[src/scan_point_curvature_top_macros.svh]
// Assertion macros for the scan point curvature block.
// Needs only the clock and reset names passed in by the user of each macro.
`ifndef SCAN_POINT_CURVATURE_TOP_MACROS_SVH
`define SCAN_POINT_CURVATURE_TOP_MACROS_SVH

// Same-cycle implication, disabled while reset is asserted.
`define SPC_ASSERT_IMPL(name, clk_s, rst_s, ante, cons, msg) \
	name: assert property (@(posedge clk_s) disable iff (!rst_s) (ante) |-> (cons)) \
		else $error(msg);

// Next-cycle implication, disabled while reset is asserted.
`define SPC_ASSERT_NEXT(name, clk_s, rst_s, ante, cons, msg) \
	name: assert property (@(posedge clk_s) disable iff (!rst_s) (ante) |=> (cons)) \
		else $error(msg);

`endif

[src/spc_pkg.sv]
// Shared types and constants of the scan point curvature block.
// No dependencies; used by the result stream interface, the top level and the testbench.
package spc_pkg;

	localparam int OUT_COORD_W = 19;
	localparam int CURV_W      = 24;
	localparam int SQ_W        = 2 * CURV_W;
	localparam int TOTAL_W     = SQ_W + 2;
	localparam int REM_W       = CURV_W + 3;
	localparam int ROOT_IT_W   = $clog2(CURV_W);
	localparam int AXES        = 3;

	localparam logic [1:0]        AXIS_LAST = 2'd2;
	localparam logic [CURV_W-1:0] CURV_MAX  = '1;

	typedef enum logic [2:0] {
		S_IDLE,
		S_READ,
		S_RDWAIT,
		S_SQUARE,
		S_SQWAIT,
		S_ROOT,
		S_SEND
	} spc_state_t;

endpackage

[src/spc_stream_if.sv]
// Valid/ready channel interfaces for the scan point curvature block.
// Depends on spc_pkg for the result field widths.
interface spc_point_if #(
	parameter int COORD_WIDTH = 19
) ();
	logic                          valid;
	logic                          ready;
	logic signed [COORD_WIDTH-1:0] x_coord;
	logic signed [COORD_WIDTH-1:0] y_coord;
	logic signed [COORD_WIDTH-1:0] z_coord;
	logic                          end_of_scan;

	modport source (output valid, x_coord, y_coord, z_coord, end_of_scan, input ready);
	modport sink (input valid, x_coord, y_coord, z_coord, end_of_scan, output ready);
endinterface

interface spc_result_if ();
	import spc_pkg::*;

	logic                          valid;
	logic                          ready;
	logic signed [OUT_COORD_W-1:0] out_x;
	logic signed [OUT_COORD_W-1:0] out_y;
	logic signed [OUT_COORD_W-1:0] out_z;
	logic [CURV_W-1:0]             curvature;
	logic                          curvature_valid;
	logic                          last_of_scan;

	modport source (output valid, out_x, out_y, out_z, curvature, curvature_valid,
		last_of_scan, input ready);
	modport sink (input valid, out_x, out_y, out_z, curvature, curvature_valid,
		last_of_scan, output ready);
endinterface

[src/scan_point_curvature_top.sv]
// A result with valid curvature takes window reads over the single memory port, three
// squarings and a square root of at most 24 steps; a result without curvature takes one
// read of its point. A new point is taken once all results of the previous one are queued,
// so the block does not take a new point while it still works on the last one.
// Reset clears the sequencer, the point count, the ring pointer and the output valid flag;
// the history memory is not cleared and no clearing pass runs.
module scan_point_curvature_top #(
	parameter int MIN_SCAN_POINTS = 20,
	parameter int HALF_WINDOW     = 5,
	parameter int COORD_WIDTH     = 19
) (
	input  logic          clk,
	input  logic          arst_n,
	spc_point_if.sink     points,
	spc_result_if.source  results
);
	import spc_pkg::*;
	`include "scan_point_curvature_top_macros.svh"

	localparam int DEPTH  = (MIN_SCAN_POINTS > 2 * HALF_WINDOW + 1) ?
		MIN_SCAN_POINTS : 2 * HALF_WINDOW + 1;
	localparam int SLOT_W = $clog2(DEPTH);
	localparam int CNT_W  = $clog2(DEPTH + 1);
	localparam int AGE_W  = SLOT_W + 2;
	localparam int WIN_W  = $clog2(2 * HALF_WINDOW + 2);
	localparam int ACC_W  = COORD_WIDTH + $clog2(2 * HALF_WINDOW) + 2;
	localparam int MAGX_W = (ACC_W > CURV_W) ? ACC_W : CURV_W + 1;
	localparam int MEM_W  = AXES * COORD_WIDTH;

	localparam logic signed [ACC_W-1:0] TWO_H = ACC_W'(2 * HALF_WINDOW);

	// Control state.
	spc_state_t        state_q, state_n;
	logic [CNT_W-1:0]  cnt_q;
	logic [SLOT_W-1:0] wp_q;
	logic              out_vld_q;
	logic              rd_vld_s1;

	// Per-point plan and per-result sequencing.
	logic [SLOT_W-1:0] newest_q;
	logic [CNT_W-1:0]  cntv_q;
	logic              min_q;
	logic              scan_end_q;
	logic [AGE_W-1:0]  age_q;
	logic [AGE_W-1:0]  lo_q;
	logic [WIN_W-1:0]  j_q;
	logic              rd_ctr_s1;

	// History memory.
	logic [MEM_W-1:0]  hist_mem [DEPTH];
	logic [MEM_W-1:0]  rd_data_q;

	// Arithmetic.
	logic signed [ACC_W-1:0]       acc_q [AXES];
	logic signed [COORD_WIDTH-1:0] ctr_q [AXES];
	logic [1:0]                    ax_q;
	logic                          sat_q;
	logic [SQ_W-1:0]               sq_s1;
	logic                          sq_vld_s1;
	logic [TOTAL_W-1:0]            total_q;
	logic [REM_W-1:0]              rem_q;
	logic [CURV_W-1:0]             root_q;
	logic [ROOT_IT_W-1:0]          it_q;

	// Output register.
	logic signed [OUT_COORD_W-1:0] out_x_q, out_y_q, out_z_q;
	logic [CURV_W-1:0]             curv_q;
	logic                          curv_vld_q;
	logic                          last_q;

	// Combinational signals.
	logic                          accept_in;
	logic [CNT_W-1:0]              cntn;
	logic                          reach_min;
	logic                          plan_go;
	logic [AGE_W-1:0]              plan_hi;
	logic [AGE_W-1:0]              plan_lo;
	logic                          cv_c;
	logic [AGE_W-1:0]              rel_age;
	logic [AGE_W-1:0]              newest_ext;
	logic [AGE_W-1:0]              slot_full;
	logic [SLOT_W-1:0]             rd_slot;
	logic                          read_last;
	logic                          rd_en;
	logic                          load_out;
	logic                          start_emit;
	logic                          sat_c;
	logic signed [COORD_WIDTH-1:0] rd_coord [AXES];
	logic signed [ACC_W-1:0]       coord_ext [AXES];
	logic signed [ACC_W-1:0]       ctr_term [AXES];
	logic signed [ACC_W-1:0]       acc_sel;
	logic [ACC_W-1:0]              abs_u;
	logic [MAGX_W-1:0]             mag_x;
	logic                          mag_big;
	logic [CURV_W-1:0]             mag_lo;
	logic [REM_W-1:0]              rem_sh;
	logic [REM_W-1:0]              trial;

	assign accept_in = points.valid && points.ready;
	assign points.ready = (state_q == S_IDLE);

	// What an accepted point releases if plan_go: a run of results from age plan_hi to plan_lo.
	always_comb begin
		cntn      = (cnt_q < CNT_W'(DEPTH)) ? cnt_q + 1'b1 : CNT_W'(DEPTH);
		reach_min = (cntn >= CNT_W'(MIN_SCAN_POINTS));
		plan_go   = reach_min || points.end_of_scan;
		plan_hi   = (!reach_min || cnt_q < CNT_W'(MIN_SCAN_POINTS)) ?
			AGE_W'(cntn - 1'b1) : AGE_W'(HALF_WINDOW);
		plan_lo   = points.end_of_scan ? '0 : AGE_W'(HALF_WINDOW);
	end

	// A point has a curvature only if it has a full window inside a long enough scan.
	assign cv_c = min_q && (age_q >= AGE_W'(HALF_WINDOW)) &&
		(age_q + AGE_W'(HALF_WINDOW + 1) <= AGE_W'(cntv_q));

	assign sat_c = sat_q || (|total_q[TOTAL_W-1:SQ_W]);

	// Age to ring slot; the newest point of the scan sits at age zero.
	always_comb begin
		rel_age    = cv_c ? age_q + AGE_W'(HALF_WINDOW) - AGE_W'(j_q) : age_q;
		newest_ext = AGE_W'(newest_q);
		slot_full  = (newest_ext >= rel_age) ? newest_ext - rel_age :
			newest_ext + AGE_W'(DEPTH) - rel_age;
		rd_slot    = slot_full[SLOT_W-1:0];
		read_last  = !cv_c || (j_q == WIN_W'(2 * HALF_WINDOW));
	end

	always_comb begin
		for (int a = 0; a < AXES; a++) begin
			rd_coord[a]  = rd_data_q[a*COORD_WIDTH +: COORD_WIDTH];
			coord_ext[a] = ACC_W'(rd_coord[a]);
			ctr_term[a]  = coord_ext[a] * TWO_H;
		end
	end

	// Magnitude of one axis difference; anything at or above 2^24 saturates the root.
	always_comb begin
		acc_sel = acc_q[ax_q];
		abs_u   = acc_sel[ACC_W-1] ? $unsigned(-acc_sel) : $unsigned(acc_sel);
		mag_x   = MAGX_W'(abs_u);
		mag_big = |mag_x[MAGX_W-1:CURV_W];
		mag_lo  = mag_x[CURV_W-1:0];
	end

	always_comb begin
		rem_sh = {rem_q[REM_W-3:0], total_q[{it_q, 1'b0} +: 2]};
		trial  = REM_W'({root_q, 2'b01});
	end

	// Sequencer: next state and strobes.
	always_comb begin
		state_n    = state_q;
		rd_en      = 1'b0;
		load_out   = 1'b0;
		start_emit = 1'b0;
		case (state_q)
			S_IDLE: begin
				if (accept_in && plan_go) begin
					state_n    = S_READ;
					start_emit = 1'b1;
				end
			end
			S_READ: begin
				rd_en = 1'b1;
				if (read_last) begin
					state_n = S_RDWAIT;
				end
			end
			S_RDWAIT: begin
				state_n = cv_c ? S_SQUARE : S_SEND;
			end
			S_SQUARE: begin
				if (ax_q == AXIS_LAST) begin
					state_n = S_SQWAIT;
				end
			end
			S_SQWAIT: begin
				state_n = S_ROOT;
			end
			S_ROOT: begin
				if (sat_c || it_q == '0) begin
					state_n = S_SEND;
				end
			end
			S_SEND: begin
				if (!out_vld_q || results.ready) begin
					load_out = 1'b1;
					if (age_q == lo_q) begin
						state_n = S_IDLE;
					end else begin
						state_n    = S_READ;
						start_emit = 1'b1;
					end
				end
			end
			default: begin
				state_n = S_IDLE;
			end
		endcase
	end

	always_ff @(posedge clk or negedge arst_n) begin
		if (!arst_n) begin
			state_q   <= S_IDLE;
			cnt_q     <= '0;
			wp_q      <= '0;
			out_vld_q <= 1'b0;
			rd_vld_s1 <= 1'b0;
			sq_vld_s1 <= 1'b0;
		end else begin
			state_q   <= state_n;
			rd_vld_s1 <= rd_en;
			sq_vld_s1 <= (state_q == S_SQUARE);
			if (accept_in) begin
				if (points.end_of_scan) begin
					cnt_q <= '0;
					wp_q  <= '0;
				end else begin
					cnt_q <= cntn;
					wp_q  <= (wp_q == SLOT_W'(DEPTH - 1)) ? '0 : wp_q + 1'b1;
				end
			end
			if (load_out) begin
				out_vld_q <= 1'b1;
			end else if (results.ready) begin
				out_vld_q <= 1'b0;
			end
		end
	end

	// History memory: one write port, one registered read port.
	always_ff @(posedge clk) begin
		if (accept_in) begin
			hist_mem[wp_q] <= {points.z_coord, points.y_coord, points.x_coord};
		end
		if (rd_en) begin
			rd_data_q <= hist_mem[rd_slot];
		end
	end

	always_ff @(posedge clk) begin
		if (accept_in) begin
			newest_q   <= wp_q;
			cntv_q     <= cntn;
			min_q      <= reach_min;
			scan_end_q <= points.end_of_scan;
			age_q      <= plan_hi;
			lo_q       <= plan_lo;
		end
		if (load_out && age_q != lo_q) begin
			age_q <= age_q - 1'b1;
		end
		if (start_emit) begin
			j_q     <= '0;
			ax_q    <= '0;
			sat_q   <= 1'b0;
			total_q <= '0;
			rem_q   <= '0;
			root_q  <= '0;
			it_q    <= ROOT_IT_W'(CURV_W - 1);
			for (int a = 0; a < AXES; a++) begin
				acc_q[a] <= '0;
			end
		end
		if (rd_en) begin
			j_q       <= j_q + 1'b1;
			rd_ctr_s1 <= !cv_c || (j_q == WIN_W'(HALF_WINDOW));
		end
		// The center point enters with weight -2*HALF_WINDOW and is kept for the echo.
		if (rd_vld_s1) begin
			for (int a = 0; a < AXES; a++) begin
				acc_q[a] <= rd_ctr_s1 ? acc_q[a] - ctr_term[a] : acc_q[a] + coord_ext[a];
				if (rd_ctr_s1) begin
					ctr_q[a] <= rd_coord[a];
				end
			end
		end
		if (state_q == S_SQUARE) begin
			sq_s1 <= mag_lo * mag_lo;
			ax_q  <= ax_q + 1'b1;
			if (mag_big) begin
				sat_q <= 1'b1;
			end
		end
		if (sq_vld_s1) begin
			total_q <= total_q + TOTAL_W'(sq_s1);
		end
		// Restoring square root, one result bit per cycle from the top pair of bits down.
		if (state_q == S_ROOT && !sat_c) begin
			if (rem_sh >= trial) begin
				rem_q  <= rem_sh - trial;
				root_q <= {root_q[CURV_W-2:0], 1'b1};
			end else begin
				rem_q  <= rem_sh;
				root_q <= {root_q[CURV_W-2:0], 1'b0};
			end
			it_q <= it_q - 1'b1;
		end
	end

	always_ff @(posedge clk) begin
		if (load_out) begin
			out_x_q    <= OUT_COORD_W'(ctr_q[0]);
			out_y_q    <= OUT_COORD_W'(ctr_q[1]);
			out_z_q    <= OUT_COORD_W'(ctr_q[2]);
			curv_q     <= !cv_c ? '0 : (sat_c ? CURV_MAX : root_q);
			curv_vld_q <= cv_c;
			last_q     <= scan_end_q && (age_q == '0);
		end
	end

	assign results.valid           = out_vld_q;
	assign results.out_x           = out_x_q;
	assign results.out_y           = out_y_q;
	assign results.out_z           = out_z_q;
	assign results.curvature       = curv_q;
	assign results.curvature_valid = curv_vld_q;
	assign results.last_of_scan    = last_q;

	`SPC_ASSERT_NEXT(a_scan_restart, clk, arst_n, accept_in && points.end_of_scan, cnt_q == '0 && wp_q == '0, "scan end did not restart the counters")
	`SPC_ASSERT_IMPL(a_read_in_ring, clk, arst_n, state_q == S_READ, rel_age < AGE_W'(DEPTH), "window read outside the history ring")
	`SPC_ASSERT_IMPL(a_invalid_zero, clk, arst_n, results.valid && !results.curvature_valid, results.curvature == '0, "invalid curvature is not zero")

endmodule

[src/flat_wrapper.sv]
// flat-port wrapper written by rule: the top's interface ports become plain ports
module scan_point_curvature_top_flat import spc_pkg::*;
#(
	parameter int MIN_SCAN_POINTS = 20,
	parameter int HALF_WINDOW     = 5,
	parameter int COORD_WIDTH     = 19
)
  (clk, arst_n, points_valid, points_x_coord, points_y_coord, points_z_coord, points_end_of_scan, points_ready, results_valid, results_out_x, results_out_y, results_out_z, results_curvature, results_curvature_valid, results_last_of_scan, results_ready);
  spc_point_if #(.COORD_WIDTH(COORD_WIDTH)) points_i ();
  spc_result_if results_i ();
  input  logic clk;
  input  logic arst_n;
  input wire logic [$bits(points_i.valid)-1:0] points_valid;
  input wire logic [$bits(points_i.x_coord)-1:0] points_x_coord;
  input wire logic [$bits(points_i.y_coord)-1:0] points_y_coord;
  input wire logic [$bits(points_i.z_coord)-1:0] points_z_coord;
  input wire logic [$bits(points_i.end_of_scan)-1:0] points_end_of_scan;
  output wire logic [$bits(points_i.ready)-1:0] points_ready;
  output wire logic [$bits(results_i.valid)-1:0] results_valid;
  output wire logic [$bits(results_i.out_x)-1:0] results_out_x;
  output wire logic [$bits(results_i.out_y)-1:0] results_out_y;
  output wire logic [$bits(results_i.out_z)-1:0] results_out_z;
  output wire logic [$bits(results_i.curvature)-1:0] results_curvature;
  output wire logic [$bits(results_i.curvature_valid)-1:0] results_curvature_valid;
  output wire logic [$bits(results_i.last_of_scan)-1:0] results_last_of_scan;
  input wire logic [$bits(results_i.ready)-1:0] results_ready;
  assign points_i.valid = points_valid;
  assign points_i.x_coord = points_x_coord;
  assign points_i.y_coord = points_y_coord;
  assign points_i.z_coord = points_z_coord;
  assign points_i.end_of_scan = points_end_of_scan;
  assign points_ready = points_i.ready;
  assign results_valid = results_i.valid;
  assign results_out_x = results_i.out_x;
  assign results_out_y = results_i.out_y;
  assign results_out_z = results_i.out_z;
  assign results_curvature = results_i.curvature;
  assign results_curvature_valid = results_i.curvature_valid;
  assign results_last_of_scan = results_i.last_of_scan;
  assign results_i.ready = results_ready;
  scan_point_curvature_top #(.MIN_SCAN_POINTS(MIN_SCAN_POINTS), .HALF_WINDOW(HALF_WINDOW), .COORD_WIDTH(COORD_WIDTH)) u_core (.clk(clk), .arst_n(arst_n), .points(points_i), .results(results_i));
endmodule
[config.mk]
export PLATFORM = sky130hd
export DESIGN_NAME = scan_point_curvature_top_flat
export DESIGN_NICKNAME = d
export VERILOG_FILES = /design/src/spc_pkg.sv /design/src/spc_stream_if.sv /design/src/scan_point_curvature_top.sv /design/src/flat_wrapper.sv
export VERILOG_INCLUDE_DIRS = /design/src /design/src/src
export SDC_FILE = /design/constraint.sdc
export NUM_CORES = 2
export LEC_CHECK = 0
export CORE_UTILIZATION = 55
export CTS_CLUSTER_DIAMETER = 80
export DETAILED_ROUTE_END_ITERATION = 8
export DONT_BUFFER_PORTS = 1
export GPL_ROUTABILITY_DRIVEN = 0
export PLACE_DENSITY = 0.7
export SLEW_MARGIN = 15
export SYNTH_ARGS = -nofsm -noshare
export SYNTH_HDL_FRONTEND = slang
export SYNTH_SLANG_ARGS = --single-unit
[constraint.sdc]
create_clock -name clk -period 11.6 [get_ports clk]
set_input_delay 2.32 -clock clk [delete_from_list [all_inputs] [get_ports clk]]
set_output_delay 2.32 -clock clk [all_outputs]
set_load 0.01 [all_outputs]
==> impl_metrics.toml <==
[run_status]
outcome = "finished with violations"
violations = "DRC"

[yosys]
ys_warn_count = 0
yosysSeqAreaShare_pct = 52.7
ys_ff_latch = 1609
synth_area_um2 = 91500
avgSynthCellArea_um2 = 13.7
synth_ff_type = "edfxtp_1"
synthArstFlopShare_pct = 0.994
synth_edf_count = 1590
synth.distinct_cells = 95
synth_nets = 7711
synthCells = 6673

[finish]
postLayoutCoreUtil_pct = 60.5
multi_input_area_um2 = 39800
regArea_um2 = 48200
nFillCells = 12500
layout-drive-gt1-share_pct = 11.8
finalNetCount = 7766
area_growth_syn_to_layout_pct = 9.05

[worst_setup_path]
worst_setup_path_start_kind = "flop"
cpMaxStageDelayCell = "xor2_2"
critPathKind = "flop to flop"
cp-end-kind = "flop"
max_stage_delay_ns = 0.76
crit_top_cell = "fa_1"
cp_data_arrival_time_ns = 11.31
worstPathRequired_ns = 12.14
crit_fanout = 18

[clock_network]
ctsRootBufferMaster = "clkbuf_16"
cts-resized-gates = 0
cts_tree = "built"
hold_buffers = 0
ctsLongestPathBuffers = 3
cts.sinks = 1609
postCtsSetupBuffers = 0
clk_pin_slew_worst_paths_ns = 0.06
clock_latency_ns = 0.82
cts_made_buffers = 165
cts_max_level = 4

[detailed_routing]
wl_per_cell_um = 24.0
met2_length_um = 106000
viasPerCell = 6.01
wl_met3_um = 16900
vias = 54400
drc = 12
drt-initial-drc-count = 4676
dr.pass1.iters = 8
antenna_left = 0
highest_layer = "met5"
wl_um = 218000
wl_met1_um = 88200

[grt]
grt_max_degree = 136
grt-ovfl-total = 0
antenna_found_initial = 2
grt_pass1_wl_um = 330000
grt_usage_pct = 26.0
grt_pass1_vias = 55200

[floorplanning]
dieArea_um2 = 168000
die_y_um = 410
die_x_um = 410
ios = 147
fp-row-count = 149
coreArea_um2 = 165000
initial_utilization_pct = 55.5

[timing]
finalHoldViolCount = 0
rsz0062_at_grt = "false"
skew_ns = 0.0332
slew_headroom_pct = 27.6
slew_viol_final = 0
setup_tns_ns = 0
clock.fmax_ghz = 0.0928
fin_crit_sh_pct = 92.9
setup_violations = 0
fin_crit_ns = 10.78
worst_slew_pin_slew_ns = 1.08

[place]
portBuffers = 0
place_hpwl_um = 143000

[run]
cap_violations = 0

[worst_hold_path]
worstHoldStart = "u_core.ctr_q[0][51]$_DFFE_PP_"
min_path_type = "flop to flop"
==> layout by cell type (no fill, tap or decap), drive strengths merged, types with 148 or more instances in the layout <==
cell    Yosys  layout
a21oi     293     293
nand2     417     417
ha        536     536
a21o      148     148
fa        440     440
clkbuf    157     202
mux2i     160     160
mux4      297     297
nor2      497     497
xnor2     186     186
edfxtp   1590    1590
o21ai     216     216
inv       738     746
==> area by class of cell <==
| type | instances | share of cell area (%) |
|---|---|---|
| Inverter | 745 | 2.81 |
| Clock inverter | 99 | 1.13 |
| Timing Repair Buffer | 96 | 0.798 |
| Clock buffer | 202 | 4.36 |
| Antenna cell | 1 | 0.00251 |
| Tap cell | 2189 | 2.74 |
| Multi-Input combinational cell | 4111 | 39.8 |
| Sequential cell | 1609 | 48.3 |
==> synth_stat cells (all sizes together), types with 34 or more instances <==
library cell / n / area (um^2)
mux2: 75 / 845
a211oi: 38 / 295
a21o: 148 / 1110
buf: 51 / 372
ha: 536 / 6710
mux2i: 160 / 1620
o21a: 71 / 533
nor2b: 44 / 275
nand2: 417 / 1570
nor2: 497 / 1870
xnor2: 186 / 1630
xor2: 125 / 1100
edfxtp: 1590 / 47700
and3: 34 / 213
fa: 440 / 8810
inv: 738 / 2770
a31oi: 39 / 272
nand2b: 52 / 325
o21ai: 216 / 1100
mux4: 297 / 6690
nor3: 59 / 300
clkbuf: 157 / 604
a21oi: 293 / 1470
nand3: 64 / 320
==> logic make-up (layout without fill, tap and decap cells) <==
logic type / after synthesis / in the layout / share of synthesized area (%)
other: 0 / 1 / 0
AND/OR/NAND/NOR: 1289 / 1289 / 6.21
multiplexers: 532 / 532 / 10.0
AO/OA/AOI/OAI: 1003 / 1003 / 7.04
adder cells (fa/ha/maj): 976 / 976 / 17.0
flip-flops: 1609 / 1609 / 52.7
XOR/XNOR: 311 / 311 / 2.99
buffers and inverters: 953 / 1142 / 4.12
==> layer usage <==
| layer | GRT usage (%) | vias up |
|---|---|---|
| li1 | - | 24400 |
| met1 | 35.2 | 27600 |
| met2 | 42.9 | 2098 |
| met3 | 4.67 | 408 |
| met4 | 8.07 | 4 |
| met5 | 0 | - |
==> worst max-delay path: cells and delay by family (launching register included) <==
family | cells | cell delay (ns)
fa+ha+maj | 8 | 3.83
flops | 1 | 0.54
buf+inv | 7 | 1.22
compound gates | 5 | 1.63
mux | 2 | 0.60
xor+xnor | 2 | 0.84
simple gates | 10 | 1.81
==> per-stage QoR <==
| step | hold slack, ns | cells | worst slack, ns | cell area (um^2) |
|---|---|---|---|---|
| after floorplan | 0.400 | 6673 | 2.25 | 91500 |
| after global routing | 0.423 | 9051 | 0.454 | 99800 |
| after detailed placement | 0.405 | 8750 | 1.02 | 94300 |
| after global placement | 0.401 | 8750 | 1.30 | 94300 |
| final | 0.417 | 9052 | 0.824 | 99800 |
| after CTS | 0.419 | 9051 | 0.982 | 99800 |
==> sequential cells by signal (all words and copies together), names as in the netlist, 3 cells and up, named ones only <==
register / cells
u_core.rem_q: 25
u_core.cnt_q: 5
u_core.rd_data_q: 57
u_core.acc_q: 75
results_out_z: 19
u_core.wp_q: 5
u_core.newest_q: 5
results_out_x: 19
results_out_y: 19
u_core.age_q: 7
u_core.it_q: 5
u_core.state_q: 3
u_core.sq_s1: 47
u_core.ctr_q: 57
u_core.total_q: 50
u_core.j_q: 4
u_core.cntv_q: 5
u_core.hist_mem: 1140
u_core.results.curvature: 24
u_core.root_q: 24
==> worst paths after layout <==
check	endpoint	cells after the start	slack, ns
max reg2reg	u_core.sq_s1[45]$_DFFE_PP_	34	0.82
max	u_core.sq_s1[45]$_DFFE_PP_	34	0.82
min	results_out_z[13]$_DFFE_PP_	0	0.42
min in group asynchronous	u_core.wp_q[1]$_DFFE_PN0P_	0	1.20
max in group asynchronous	u_core.sq_vld_s1$_DFF_PN0_	0	10.30
min reg2reg	results_out_z[13]$_DFFE_PP_	0	0.42
Power is not shown: default switching activity piles up to over one toggle a cycle in this logic, so the estimate is an artifact.
